===== src/hw/rtl/assert_macros.svh =====
// assertion macros used by the top-level rtl file
`ifndef ASSERT_MACROS_SVH
`define ASSERT_MACROS_SVH

// clocked check, off while reset is low
`define CCV_ASSERT(lbl, prop, msg) \
  lbl: assert property (@(posedge clk_i) disable iff (!rst_ni) prop) else $error(msg);

// clocked check that also holds during reset
`define CCV_ASSERT_ALWAYS(lbl, prop, msg) \
  lbl: assert property (@(posedge clk_i) prop) else $error(msg);

`endif


===== src/hw/rtl/ccv_pkg.sv =====
// package: stage count, divider constants and calendar tables
package ccv_pkg;

  // pipeline depth
  localparam int unsigned NumStg = 11;

  // calendar constants
  localparam int unsigned YearsPerEra = 400;
  localparam int unsigned DaysPerEra  = 146097;
  localparam int unsigned DaysEraLast = 146096;
  localparam int unsigned DaysPerCent = 36524;
  localparam int unsigned DaysPer4Yr  = 1460;
  localparam int unsigned DaysPerYear = 365;
  localparam int unsigned DaysPer5Mon = 153;
  localparam int unsigned EpochShift  = 719468;

  // bias that makes the shifted year non-negative: 82 eras
  localparam int unsigned EraOffY  = 82;
  localparam int unsigned YearBias = EraOffY * YearsPerEra;
  // bias that makes the shifted day count non-negative: 53 eras
  localparam int unsigned EraOffD  = 53;
  localparam int unsigned DayBias  = EpochShift + EraOffD * DaysPerEra;

  // reciprocal multipliers, floor(2^sh / divisor), quotient low by at most one
  localparam int unsigned ShY       = 17;
  localparam int unsigned RecipY    = (1 << ShY) / YearsPerEra;
  localparam int unsigned ShEra     = 25;
  localparam int unsigned RecipEra  = (1 << ShEra) / DaysPerEra;
  localparam int unsigned ShDoe     = 18;
  localparam int unsigned Recip4Yr  = (1 << ShDoe) / DaysPer4Yr;
  localparam int unsigned RecipYear = (1 << ShDoe) / DaysPerYear;
  localparam int unsigned ShMon     = 11;
  localparam int unsigned RecipMon  = (1 << ShMon) / DaysPer5Mon;

  // first day of a march-based month, (153*mp+2)/5
  function automatic logic [8:0] mp_start(input logic [3:0] mp);
    logic [8:0] s;
    unique case (mp)
      4'd0:    s = 9'd0;
      4'd1:    s = 9'd31;
      4'd2:    s = 9'd61;
      4'd3:    s = 9'd92;
      4'd4:    s = 9'd122;
      4'd5:    s = 9'd153;
      4'd6:    s = 9'd184;
      4'd7:    s = 9'd214;
      4'd8:    s = 9'd245;
      4'd9:    s = 9'd275;
      4'd10:   s = 9'd306;
      4'd11:   s = 9'd337;
      4'd12:   s = 9'd367;
      default: s = 9'd0;
    endcase
    return s;
  endfunction

  // year of era divided by 100
  function automatic logic [1:0] cent_of(input logic [8:0] yoe);
    logic [1:0] c;
    priority if (yoe >= 9'd300) c = 2'd3;
    else if (yoe >= 9'd200)     c = 2'd2;
    else if (yoe >= 9'd100)     c = 2'd1;
    else                        c = 2'd0;
    return c;
  endfunction

endpackage


===== src/hw/rtl/ccv_days_from_date.sv =====
// date to day number datapath, five stages then a delay line
module ccv_days_from_date import ccv_pkg::*; (
  input  logic                    clk_i,
  input  logic [NumStg-1:0]       load_i,
  input  logic signed [15:0]      year_i,
  input  logic [3:0]              month_i,
  input  logic [4:0]              day_i,
  output logic signed [23:0]      day_number_o
);

  localparam int unsigned DnStg = 4;
  localparam int unsigned NumDly = NumStg - DnStg - 1;

  // start of month within the march-based year, months used as given
  function automatic logic [8:0] month_start(input logic [3:0] m);
    logic [3:0] mp;
    mp = (m > 4'd2) ? m - 4'd3 : m + 4'd9;
    return mp_start(mp);
  endfunction

  // stage 0: shift the year to march, bias it, day of year
  logic               jan_feb;
  logic signed [16:0] yp;
  logic [16:0]        u0_d, u0_q;
  logic signed [9:0]  doy0_d, doy0_q;

  always_comb begin
    jan_feb = (month_i <= 4'd2);
    yp      = 17'(year_i) - $signed({16'd0, jan_feb});
    u0_d    = 17'(yp) + 17'(YearBias);
    doy0_d  = $signed(10'(month_start(month_i)) + 10'(day_i) - 10'd1);
  end

  always_ff @(posedge clk_i) begin
    if (load_i[0]) begin
      u0_q   <= u0_d;
      doy0_q <= doy0_d;
    end
  end

  // stage 1: era estimate by reciprocal multiply
  logic [25:0]       prod1;
  logic [7:0]        qe1_q;
  logic [16:0]       u1_q;
  logic signed [9:0] doy1_q;

  assign prod1 = 26'(u0_q) * 26'(RecipY);

  always_ff @(posedge clk_i) begin
    if (load_i[1]) begin
      qe1_q  <= prod1[24:17];
      u1_q   <= u0_q;
      doy1_q <= doy0_q;
    end
  end

  // stage 2: correct the era, year of era
  logic [16:0]       rem2;
  logic              fix2;
  logic [7:0]        q2;
  logic signed [7:0] era2_q;
  logic [8:0]        yoe2_q;
  logic signed [9:0] doy2_q;

  always_comb begin
    rem2 = u1_q - 17'(qe1_q) * 17'(YearsPerEra);
    fix2 = (rem2 >= 17'(YearsPerEra));
    q2   = qe1_q + 8'(fix2);
  end

  always_ff @(posedge clk_i) begin
    if (load_i[2]) begin
      era2_q <= $signed(q2 - 8'(EraOffY));
      yoe2_q <= fix2 ? 9'(rem2 - 17'(YearsPerEra)) : rem2[8:0];
      doy2_q <= doy1_q;
    end
  end

  // stage 3: day of era and era offset
  logic [18:0]        base3;
  logic signed [18:0] doe3_q;
  logic signed [25:0] eday3_q;

  assign base3 = 19'(yoe2_q) * 19'(DaysPerYear) + 19'(yoe2_q >> 2)
               - 19'(cent_of(yoe2_q));

  always_ff @(posedge clk_i) begin
    if (load_i[3]) begin
      doe3_q  <= $signed(base3) + 19'(doy2_q);
      eday3_q <= 26'(era2_q) * $signed(26'(DaysPerEra));
    end
  end

  // stage 4: move to the 1970 epoch and saturate to 24 bits
  logic signed [26:0] sum4;
  logic signed [23:0] dn4_d, dn4_q;

  always_comb begin
    sum4 = 27'(eday3_q) + 27'(doe3_q) - $signed(27'(EpochShift));
    priority if (sum4 > $signed(27'(24'h7FFFFF))) dn4_d = 24'sh7FFFFF;
    else if (sum4 < -$signed(27'(24'h800000)))    dn4_d = 24'sh800000;
    else                                          dn4_d = sum4[23:0];
  end

  always_ff @(posedge clk_i) begin
    if (load_i[DnStg]) begin
      dn4_q <= dn4_d;
    end
  end

  // delay line up to the last stage
  logic signed [23:0] dly_q [NumDly];

  for (genvar i = 0; i < NumDly; i++) begin : g_dly
    always_ff @(posedge clk_i) begin
      if (load_i[DnStg + 1 + i]) begin
        dly_q[i] <= (i == 0) ? dn4_q : dly_q[(i == 0) ? 0 : i - 1];
      end
    end
  end

  assign day_number_o = dly_q[NumDly - 1];

endmodule


===== src/hw/rtl/ccv_date_from_days.sv =====
// day number to date datapath, eleven stages
module ccv_date_from_days import ccv_pkg::*; (
  input  logic               clk_i,
  input  logic [NumStg-1:0]  load_i,
  input  logic signed [23:0] day_number_i,
  output logic signed [15:0] year_o,
  output logic [3:0]         month_o,
  output logic [4:0]         day_o
);

  // stage 0: move to the march 0000 epoch and bias positive
  logic [25:0] u0_w;
  logic [24:0] u0_q;

  assign u0_w = 26'(day_number_i) + 26'(DayBias);

  always_ff @(posedge clk_i) begin
    if (load_i[0]) begin
      u0_q <= u0_w[24:0];
    end
  end

  // stage 1: era estimate
  logic [32:0] prod1;
  logic [6:0]  qe1_q;
  logic [24:0] u1_q;

  assign prod1 = 33'(u0_q) * 33'(RecipEra);

  always_ff @(posedge clk_i) begin
    if (load_i[1]) begin
      qe1_q <= prod1[31:25];
      u1_q  <= u0_q;
    end
  end

  // stage 2: correct the era, day of era
  logic [24:0]       diff2;
  logic [18:0]       rem2;
  logic              fix2;
  logic [6:0]        q2;
  logic signed [7:0] era2_q;
  logic [17:0]       doe2_q;

  always_comb begin
    diff2 = u1_q - 25'(qe1_q) * 25'(DaysPerEra);
    rem2  = diff2[18:0];
    fix2  = (rem2 >= 19'(DaysPerEra));
    q2    = qe1_q + 7'(fix2);
  end

  always_ff @(posedge clk_i) begin
    if (load_i[2]) begin
      era2_q <= $signed(8'(q2) - 8'(EraOffD));
      doe2_q <= fix2 ? 18'(rem2 - 19'(DaysPerEra)) : rem2[17:0];
    end
  end

  // stage 3: leap corrections, four-year count estimated
  logic [25:0]       prod3;
  logic [2:0]        cent3;
  logic [6:0]        ae3_q;
  logic [2:0]        cent3_q;
  logic              last3_q;
  logic [17:0]       doe3_q;
  logic signed [7:0] era3_q;

  always_comb begin
    prod3 = 26'(doe2_q) * 26'(Recip4Yr);
    priority if (doe2_q >= 18'(4 * DaysPerCent)) cent3 = 3'd4;
    else if (doe2_q >= 18'(3 * DaysPerCent))     cent3 = 3'd3;
    else if (doe2_q >= 18'(2 * DaysPerCent))     cent3 = 3'd2;
    else if (doe2_q >= 18'(DaysPerCent))         cent3 = 3'd1;
    else                                         cent3 = 3'd0;
  end

  always_ff @(posedge clk_i) begin
    if (load_i[3]) begin
      ae3_q   <= prod3[24:18];
      cent3_q <= cent3;
      last3_q <= (doe2_q == 18'(DaysEraLast));
      doe3_q  <= doe2_q;
      era3_q  <= era2_q;
    end
  end

  // stage 4: correct the four-year count, leap-free day count
  logic [17:0]       rem4;
  logic              fix4;
  logic [6:0]        a4;
  logic [17:0]       n4_q;
  logic [17:0]       doe4_q;
  logic signed [7:0] era4_q;

  always_comb begin
    rem4 = doe3_q - 18'(ae3_q) * 18'(DaysPer4Yr);
    fix4 = (rem4 >= 18'(DaysPer4Yr));
    a4   = ae3_q + 7'(fix4);
  end

  always_ff @(posedge clk_i) begin
    if (load_i[4]) begin
      n4_q   <= doe3_q - 18'(a4) + 18'(cent3_q) - 18'(last3_q);
      doe4_q <= doe3_q;
      era4_q <= era3_q;
    end
  end

  // stage 5: year of era estimate
  logic [27:0]       prod5;
  logic [8:0]        ye5_q;
  logic [17:0]       n5_q;
  logic [17:0]       doe5_q;
  logic signed [7:0] era5_q;

  assign prod5 = 28'(n4_q) * 28'(RecipYear);

  always_ff @(posedge clk_i) begin
    if (load_i[5]) begin
      ye5_q  <= prod5[26:18];
      n5_q   <= n4_q;
      doe5_q <= doe4_q;
      era5_q <= era4_q;
    end
  end

  // stage 6: correct the year of era
  logic [17:0]       rem6;
  logic              fix6;
  logic [8:0]        yoe6_q;
  logic [17:0]       doe6_q;
  logic signed [7:0] era6_q;

  always_comb begin
    rem6 = n5_q - 18'(ye5_q) * 18'(DaysPerYear);
    fix6 = (rem6 >= 18'(DaysPerYear));
  end

  always_ff @(posedge clk_i) begin
    if (load_i[6]) begin
      yoe6_q <= ye5_q + 9'(fix6);
      doe6_q <= doe5_q;
      era6_q <= era5_q;
    end
  end

  // stage 7: day of the march-based year
  logic [17:0]       base7;
  logic [17:0]       doyw7;
  logic [8:0]        doy7_q;
  logic [8:0]        yoe7_q;
  logic signed [7:0] era7_q;

  always_comb begin
    base7 = 18'(yoe6_q) * 18'(DaysPerYear) + 18'(yoe6_q >> 2) - 18'(cent_of(yoe6_q));
    doyw7 = doe6_q - base7;
  end

  always_ff @(posedge clk_i) begin
    if (load_i[7]) begin
      doy7_q <= doyw7[8:0];
      yoe7_q <= yoe6_q;
      era7_q <= era6_q;
    end
  end

  // stage 8: month estimate
  logic [10:0]       t8;
  logic [14:0]       prod8;
  logic [10:0]       t8_q;
  logic [3:0]        me8_q;
  logic [8:0]        doy8_q;
  logic [8:0]        yoe8_q;
  logic signed [7:0] era8_q;

  always_comb begin
    t8    = 11'(doy7_q) * 11'd5 + 11'd2;
    prod8 = 15'(t8) * 15'(RecipMon);
  end

  always_ff @(posedge clk_i) begin
    if (load_i[8]) begin
      t8_q   <= t8;
      me8_q  <= prod8[14:11];
      doy8_q <= doy7_q;
      yoe8_q <= yoe7_q;
      era8_q <= era7_q;
    end
  end

  // stage 9: correct the month
  logic [10:0]       rem9;
  logic              fix9;
  logic [3:0]        mp9_q;
  logic [8:0]        doy9_q;
  logic [8:0]        yoe9_q;
  logic signed [7:0] era9_q;

  always_comb begin
    rem9 = t8_q - 11'(me8_q) * 11'(DaysPer5Mon);
    fix9 = (rem9 >= 11'(DaysPer5Mon));
  end

  always_ff @(posedge clk_i) begin
    if (load_i[9]) begin
      mp9_q  <= me8_q + 4'(fix9);
      doy9_q <= doy8_q;
      yoe9_q <= yoe8_q;
      era9_q <= era8_q;
    end
  end

  // stage 10: day, civil month and year
  logic [8:0]         dayw10;
  logic [3:0]         mon10;
  logic signed [17:0] yr10;

  always_comb begin
    dayw10 = doy9_q - mp_start(mp9_q) + 9'd1;
    mon10  = (mp9_q < 4'd10) ? mp9_q + 4'd3 : mp9_q - 4'd9;
    yr10   = 18'(era9_q) * $signed(18'(YearsPerEra)) + $signed({9'd0, yoe9_q})
           + $signed({17'd0, (mon10 <= 4'd2)});
  end

  always_ff @(posedge clk_i) begin
    if (load_i[10]) begin
      day_o   <= dayw10[4:0];
      month_o <= mon10;
      year_o  <= yr10[15:0];
    end
  end

endmodule


===== src/hw/rtl/civil_date_day_number_convert.sv =====
// top level: civil date and day number converter with valid/stall pipeline
//
//   port group   dir   handshake                fields
//   in_*         in    in_valid_i, in_stall_o   kind, in_year, in_month, in_day, in_day_number
//   out_*        out   out_valid_o, out_stall_i out_day_number, out_year, out_month, out_day
//
// one word enters per cycle while in_stall_o is low, and its result leaves from the last stage
// both datapaths are eleven stages deep; the date-to-day-number one ends in a delay line
// reset clears the stage valid bits only; the datapath registers are not reset
// a stall holds only the stages that are full, bubbles close up behind it
`include "assert_macros.svh"

module civil_date_day_number_convert import ccv_pkg::*; (
  input  logic               clk_i,
  input  logic               rst_ni,
  input  logic               in_valid_i,
  output logic               in_stall_o,
  input  logic               kind_i,
  input  logic signed [15:0] in_year_i,
  input  logic [3:0]         in_month_i,
  input  logic [4:0]         in_day_i,
  input  logic signed [23:0] in_day_number_i,
  output logic               out_valid_o,
  input  logic               out_stall_i,
  output logic signed [23:0] out_day_number_o,
  output logic signed [15:0] out_year_o,
  output logic [3:0]         out_month_o,
  output logic [4:0]         out_day_o
);

  logic [NumStg-1:0] valid_q, valid_d;
  logic [NumStg:0]   adv;
  logic              kind_q [NumStg];

  // a stage moves on when it is empty or the next one moves
  always_comb begin
    adv[NumStg] = !out_stall_i;
    for (int k = NumStg - 1; k >= 0; k--) begin
      adv[k] = !valid_q[k] || adv[k + 1];
    end
    for (int k = 0; k < NumStg; k++) begin
      if (adv[k]) begin
        valid_d[k] = (k == 0) ? in_valid_i : valid_q[(k == 0) ? 0 : k - 1];
      end else begin
        valid_d[k] = valid_q[k];
      end
    end
  end

  assign in_stall_o = !adv[0];

  // stage valid bits
  always_ff @(posedge clk_i or negedge rst_ni) begin
    if (!rst_ni) begin
      valid_q <= '0;
    end else begin
      valid_q <= valid_d;
    end
  end

  // kind travels with the word
  for (genvar k = 0; k < NumStg; k++) begin : g_kind
    always_ff @(posedge clk_i) begin
      if (adv[k]) begin
        kind_q[k] <= (k == 0) ? kind_i : kind_q[(k == 0) ? 0 : k - 1];
      end
    end
  end

  // both datapaths run on every word
  logic signed [23:0] dn_w;
  logic signed [15:0] yr_w;
  logic [3:0]         mon_w;
  logic [4:0]         day_w;

  ccv_days_from_date u_to_days (
    .clk_i        (clk_i),
    .load_i       (adv[NumStg-1:0]),
    .year_i       (in_year_i),
    .month_i      (in_month_i),
    .day_i        (in_day_i),
    .day_number_o (dn_w)
  );

  ccv_date_from_days u_to_date (
    .clk_i        (clk_i),
    .load_i       (adv[NumStg-1:0]),
    .day_number_i (in_day_number_i),
    .year_o       (yr_w),
    .month_o      (mon_w),
    .day_o        (day_w)
  );

  // pick the result by kind, unused fields zero
  assign out_valid_o      = valid_q[NumStg-1];
  assign out_day_number_o = kind_q[NumStg-1] ? 24'sd0 : dn_w;
  assign out_year_o       = kind_q[NumStg-1] ? yr_w : 16'sd0;
  assign out_month_o      = kind_q[NumStg-1] ? mon_w : 4'd0;
  assign out_day_o        = kind_q[NumStg-1] ? day_w : 5'd0;

  // month of a converted date is in calendar range and its day is at least one
  logic date_ok;
  assign date_ok = (out_month_o >= 4'd1) && (out_month_o <= 4'd12) && (out_day_o >= 5'd1);

  // input is held back only when every stage is full
  `CCV_ASSERT_ALWAYS(a_stall_full, in_stall_o |-> (&valid_q), "stall with an empty stage")
  // a free first stage always takes a word
  `CCV_ASSERT(a_bubble_takes, !valid_q[0] |-> !in_stall_o, "bubble did not take input")
  // a converted date has a month in calendar range and a nonzero day
  `CCV_ASSERT(a_date_range, (out_valid_o && kind_q[NumStg-1]) |-> date_ok, "date out of range")

endmodule

===== config.mk =====
export PLATFORM = sky130hd
export DESIGN_NAME = civil_date_day_number_convert
export DESIGN_NICKNAME = d
export VERILOG_FILES = /design/src/hw/rtl/ccv_pkg.sv /design/src/hw/rtl/ccv_days_from_date.sv /design/src/hw/rtl/ccv_date_from_days.sv /design/src/hw/rtl/civil_date_day_number_convert.sv
export VERILOG_INCLUDE_DIRS = /design/src /design/src/hw/rtl
export SDC_FILE = /design/constraint.sdc
export NUM_CORES = 2
export LEC_CHECK = 0
export BUFFER_PORTS_ARGS = -buffer_cell sky130_fd_sc_hd__clkbuf_2
export CORE_MARGIN = 3
export CORE_UTILIZATION = 28
export DETAILED_ROUTE_END_ITERATION = 6
export MAX_ROUTING_LAYER = met4
export SLEW_MARGIN = 20
export SYNTH_ARGS = -nofsm -noshare
export SYNTH_HDL_FRONTEND = slang
export SYNTH_SLANG_ARGS = --single-unit

===== constraint.sdc =====
create_clock -name clk_i -period 9.9 [get_ports clk_i]
set_input_delay 0.495 -clock clk_i [delete_from_list [all_inputs] [get_ports clk_i]]
set_output_delay 0.495 -clock clk_i [all_outputs]
set_load 0.02 [all_outputs]

---- After elaboration in Yosys (flattened, before gate mapping) ----
Memory sizes are Yosys's and may differ from the RTL's. A register that Yosys moved wholly into a read port is not among the register bits.
Cells that the tools add are included.
storage, ports and cells
  memory bits (writable) .................. 155
  output and inout bits ................... 51
  ROM bits ................................ 288
  input bits .............................. 54
  bits in latches ......................... 0
  memories kept ........................... 4
  word-level logic and storage cells ...... 202
  register bits ........................... 502
memories
  memory           words  width  read ports  clocked after memory_dff  write ports  line                                 source
  (no name shown)  16     9      1           1                         0            ccv_pkg.sv:38                        unique case (mp)
  (no name shown)  16     9      1           0                         0            ccv_pkg.sv:38
  u_to_days.dly_q  6      24     6           0                         6            ccv_days_from_date.sv:112            logic signed [23:0] dly_q [NumDly];
  kind_q           11     1      11          0                         11           civil_date_day_number_convert.sv:33  logic kind_q [NumStg];
cells by class
  multiplexer cells ....................... 41
  bitwise logic cells ..................... 0
  $add $sub $neg .......................... 39
  order comparisons ....................... 21
  reduce and logical (&&, ||, !) cells .... 24
  equality and inequality tests ........... 1
  shift-type cells ........................ 0
  multiply operators ...................... 15
  div/mod/pow operators ................... 0
operators with widths
  kind                      count
  $mux W24                  2
  $ge A18 B17 Y1 const B    2
  $mul A9 B9 Y18 const B    2
  $sub A18 B18 Y18          2
  $mul A25 B8 Y32 const B   1
  $add A26 B19 Y27          1
  $gt A27 B24 Y1 const B    1
  $lt A27 B24 Y1 const B    1
  $sub A27 B21 Y27 const B  1
  $mul A18 B9 Y26 const B   1
  $mul A8 B19 Y26 const B   1
  $add A24 B25 Y25 const B  1
  $mul A17 B9 Y25 const B   1
  $mul A18 B8 Y25 const B   1
  $mux W1                   25
  $add A18 B7 Y19           1
  $add A19 B10 Y19          1
  $ge A19 B18 Y1 const B    1
  $mul A7 B18 Y19 const B   1
  $sub A19 B19 Y19          1
  $sub A19 B2 Y19           1
  $add A18 B3 Y18           1
  $eq A18 B18 Y1 const B    1
  $ge A18 B11 Y1 const B    1
  55 further kinds          89

---- Longest topological paths before layout ----
  word-level depth ........................ 14
  mapped depth ............................ 39
  depth with buffers taken out ............ 39

---- Cells and area by module ----
From an unflattened synthesis, not the netlist that was laid out.
unflattened totals
  cell total of the unflattened synthesis .. 4,620
  area, all modules ....................... 54,313.3 um^2
by module, submodules not included
  module                         cells an instance  times used  seq. area each (um^2)  area an instance (um^2)
  ccv_date_from_days             2,816              1           10,099.7               31,984.4
  ccv_days_from_date             1,695              1           9,068.7                21,176.6
  civil_date_day_number_convert  109                1           605.6                  1,152.4

---- Worst setup path after synthesis ----
Ideal clock, no wire load.
  kind .................................... register to register
  start point ............................. register u_to_date.ae3_q[4]
  end point ............................... register u_to_date.n4_q[17], data pin
  period minus slack after synthesis ...... 8.921 ns
  path buffers ............................ 1
  cell stages (with the launch flop) ...... 37
  required time ........................... 9.640 ns
  arrival ................................. 8.661 ns
  library setup time ...................... 0.260 ns
  path slack .............................. 0.979 ns
  path through ............................ edfxtp_1 > ha_1 > ha_1 > inv_1 > fa_1 > fa_1 > inv_1 > ha_1 > nor3b_1 > o21a_1 > o21ai_0 > a21oi_1 > o41ai_1 > xnor2_1 > ha_1 > buf_1 > nand3_1 > o2111ai_1 > a21oi_1 > xnor2_1 > or4_1 > ha_1 > fa_1 > fa_1 > inv_1 > ha_1 > a21o_1 > a21oi_1 > nand2b_1 > a21boi_0 > o41ai_1 > o21ai_0 > o41a_1 > a21boi_0 > o21bai_1 > a21oi_1 > xnor2_1
on the way
  cells in the longest elaborated chain, start to end .. 7
RTL lines
  what                    line                       source
  start, declared         ccv_date_from_days.sv:62   logic [6:0] ae3_q;
  start signal, assigned  ccv_date_from_days.sv:79   ae3_q <= prod3[24:18];
  $mul A7 B9 Y16          ccv_date_from_days.sv:96   rem4 = doe3_q - 18'(ae3_q) * 18'(DaysPer4Yr);
  $sub A18 B18 Y18        ccv_date_from_days.sv:96
  $ge A18 B11 Y1          ccv_date_from_days.sv:97   fix4 = (rem4 >= 18'(DaysPer4Yr));
  $add A7 B1 Y7 (*)       ccv_date_from_days.sv:98   a4 = ae3_q + 7'(fix4);
  $sub A18 B7 Y18 (*)     ccv_date_from_days.sv:103  n4_q <= doe3_q - 18'(a4) + 18'(cent3_q) - 18'(last3_q);
  $add A18 B3 Y18 (*)     ccv_date_from_days.sv:103
  $sub A18 B1 Y18 (*)     ccv_date_from_days.sv:103
  end signal, assigned    ccv_date_from_days.sv:103
  end, declared           ccv_date_from_days.sv:91   logic [17:0] n4_q;
Mark *: on every way between the ends. The rest lies on a longest branch, timed or not.
A chain may end at the register's enable or synchronous reset.

---- Worst setup path in the final report ----
  start point ............................. register u_to_date.ae3_q[3]
  end point ............................... register u_to_date.n4_q[17], data pin
Same word-level chain as after synthesis.

==> run_results.csv <==
group,metric,value,unit
outcome,outcome,"finished, final reports clean",
global_route,grt_pass1_wl,165000,um
layout,mostFrequentLayoutCells,"inv_1 (952), ha_1 (928), edfxtp_1 (646)",
floorplanning,core_area,191000,um^2
logic_synthesis,synth-xor-area-share,0.0543,
layout,fill_cells,19100,
logic_synthesis,synth_adder_area_share,0.376,
hold_path,hold_end,"u_to_date.u0_q[0]$_DFFE_PN_",
global_route,grt_remaining_overflow,0,
drt,drt_pass1_iterations,5,
logic_synthesis,yosysSeqAreaShare,0.367,
sta,period_needed,9.48,ns
critical_path,path_max_fanout,7,
sta,relSlewSlack,0.302,
drt,wl,98500,um
logic_synthesis,postSynthCellCount,4590,
drt,vias,31500,
drt,drc,0,
logic_synthesis,synth_edf_count,646,
critical_path,crit_family,"adder cells",
clock_network,numCtsBuffers,73,
clock_network,cts_tree,"yes",
drt,vias_per_cell,4.29,
layout,post_route_cells_drive_above_1_share,0.0618,
layout,final_common_cell,"inv_1",
logic_synthesis,synth.distinct_cells,80,
clock_network,clkSinkCount,662,
hold_path,min_path_cells,2,
logic_synthesis,synthFlopType,"edfxtp_1",
sta,clock.fmax,106,MHz
floorplanning,num_rows,160,
floorplanning,die_h,445,um
clock_network,cts_root_buf,"clkbuf_16",
sta,slew_violations,0,
placed_design,gp_congestion,0.854,
critical_path,r2r_slack,0.42,ns
sta,hold_violations,0,
layout,multi_input_area,30500,um^2
critical_path,worst_r2r_startpoint,"u_to_date.ae3_q[3]$_DFFE_PP_",
floorplanning,start_util,0.283,
critical_path,cp_slowest_stage_delay,0.56,ns
logic_synthesis,synth_top_family_by_area,"adder cells",
sta,setup_viol,0,
critical_path,crit_slowest_cell,"fa_1",
hold_path,hold_class,"input port to register",
sta,period_share,0.957,
layout,syn_to_final_growth,11.8,%
drt,wire_per_inst,13.4,um
floorplanning,boundaryPins,105,
layout,final_nets,6182,
global_route,grt_start_max_net_pins,64,
critical_path,cpMostUsedCell,"ha_1",
clock_network,clk_latency,0.68,ns
sta,clock_skew,0.0369,ns
critical_path,rr_worst_depth,38,
critical_path,end_kind,"register",
critical_path,startpoint_type,"register",
logic_synthesis,ys_ff_latch,662,
critical_path,crit_type,"register to register",
logic_synthesis,syn_nets,6005,
global_route,first_global_vias,32600,
clock_network,htreeDepth,3,
logic_synthesis,muxShareOfSynthArea,0.00285,
logic_synthesis,synthSimpleGateAreaFrac,0.0579,
clock_network,clk_pin_slew,0.06,ns
sta,worst_slew_pin_slew,1.05,ns
drt,drt_iter0_drc,1187,
critical_path,path_buf_inv,4,
logic_synthesis,synth-compound-area-share,0.0743,
layout,ff_latch_area,19800,um^2
floorplanning,dieArea,198000,um^2
critical_path,reg2reg_to,"u_to_date.n4_q[17]$_DFFE_PP_",
logic_synthesis,synth_area,53900,um^2
sta,tns,0,ns
hold_path,min_from,"in_day_number_i[0]",
critical_path,cp.arrival,9.89,ns
logic_synthesis,synthArstFlopShare,0.0166,
job,drv_cap,0,
logic_synthesis,syn_avg_cell_area,11.7,um^2
placed_design,port_buffers,104,
critical_path,crit_required,10.31,ns
drt,final_antenna_net_count,0,
global_route,antenna_found_initial,7,
global_route,track_usage,0.104,
placed_design,dp_hpwl,79600,um
logic_synthesis,yosysWarnings,0,
clock_network,cts_buffer_depth,3,
floorplanning,die_w,445,um
==> synthesized netlist by cell type (all sizes together), types with 6 or more instances <==
cell type | count | area [um^2]
a21boi | 10 | 75.1
inv | 956 | 3590
o31a | 6 | 52.6
nand3 | 55 | 280
xnor2 | 237 | 2080
o211ai | 9 | 67.6
nand4 | 25 | 156
clkbuf | 16 | 60.1
dfrtp | 11 | 275
nand2b | 37 | 231
o21bai | 37 | 278
fa | 431 | 8630
o21ai | 141 | 706
a21o | 70 | 526
o41ai | 7 | 68.8
mux2i | 12 | 120
a31oi | 21 | 131
o21a | 32 | 240
nor2b | 55 | 344
a211o | 6 | 52.6
o2111ai | 7 | 61.3
nand2 | 135 | 507
xor2 | 97 | 850
or2 | 16 | 100
a311oi | 7 | 61.3
a41o | 8 | 80.1
a31o | 6 | 52.6
edfxtp | 646 | 19400
ha | 930 | 11600
a211oi | 15 | 118
and3 | 27 | 169
or3 | 7 | 43.8
a21oi | 181 | 906
and2 | 32 | 200
or4 | 7 | 52.6
and4 | 6 | 52.6
nor3 | 46 | 235
a41oi | 7 | 61.3
nor2 | 153 | 577
==> layout make-up <==
class	count	share of cell area
diodes	4	0.000166
clock buffers	89	0.0325
clock inverters	44	0.0101
inverters	956	0.0596
multi-input cells	2951	0.506
flip-flops and latches	662	0.328
well taps	2511	0.0521
repair buffers	123	0.0112
==> worst max path at each step <==
stage / start / end / depth (start not counted)
after floorplan: u_to_date.ae3_q[4]$_DFFE_PP_ / u_to_date.n4_q[17]$_DFFE_PP_ / 36
after global placement: u_to_date.ae3_q[3]$_DFFE_PP_ / u_to_date.n4_q[17]$_DFFE_PP_ / 36
after detailed placement: u_to_date.ae3_q[3]$_DFFE_PP_ / u_to_date.n4_q[17]$_DFFE_PP_ / 36
after CTS: u_to_date.ae3_q[3]$_DFFE_PP_ / u_to_date.n4_q[17]$_DFFE_PP_ / 36
after global routing: u_to_date.ae3_q[3]$_DFFE_PP_ / u_to_date.n4_q[17]$_DFFE_PP_ / 38
final: u_to_date.ae3_q[3]$_DFFE_PP_ / u_to_date.n4_q[17]$_DFFE_PP_ / 38
==> per-layer routing <==
| layer | global-route usage | routed length [um] | vias to the layer above |
|---|---|---|---|
| met5 | - | 0 | - |
| met4 | 0.0262 | 2250 | 0 |
| met3 | 0.0148 | 2870 | 131 |
| met2 | 0.167 | 45000 | 380 |
| met1 | 0.140 | 48300 | 15100 |
| li1 | - | - | 15900 |
==> registers in the layout, indices dropped and copies added (netlist names), 16 cells and up, named ones only <==
name               count
u_to_date.n4_q        18
u_to_days.dn4_q       24
u_to_date.u1_q        19
u_to_date.n5_q        18
u_to_days.eday3_q     26
u_to_days.dly_q      144
u_to_date.year_o      16
u_to_date.doe3_q      18
u_to_days.doe3_q      19
u_to_date.doe2_q      18
u_to_days.u0_q        17
u_to_days.u1_q        17
u_to_date.u0_q        25
==> stage by stage <==
stage / std cells / utilization / hold WS, ns / instance area, um^2 / setup WS, ns
after floorplan: 4590 / - / 0.199 / 53900 / 0.979
after global placement: 7198 / 0.302 / 0.402 / 57600 / 0.338
after detailed placement: 7198 / 0.302 / 0.405 / 57600 / 0.183
after CTS: 7333 / 0.316 / 0.0372 / 60200 / 0.158
after global routing: 7340 / 0.316 / 0.0714 / 60300 / -0.118
final: 7340 / 0.316 / 0.104 / 60300 / 0.424
==> logic make-up (layout without fill, tap and decap cells) <==
logic type                 after synthesis  count (layout)
DFF                                    662             662
and+or+nand+nor                        622             622
adders and majority gates             1361            1361
other                                    0               4
AOI/OAI and AO/OA                      619             619
buffers and inverters                  977            1212
muxes                                   15              15
xor gates and xnor gates               334             334
==> timing repair <==
action,in CTS,in global routing
resized for setup,0,8
buffers inserted,0,2
hold buffers,2,0
hold endpoints to repair,12,0
setup endpoints to repair,0,3
Power is left out: the tool's default activity adds up to more than one toggle a clock period on the data nets, which glitch-free logic cannot reach.
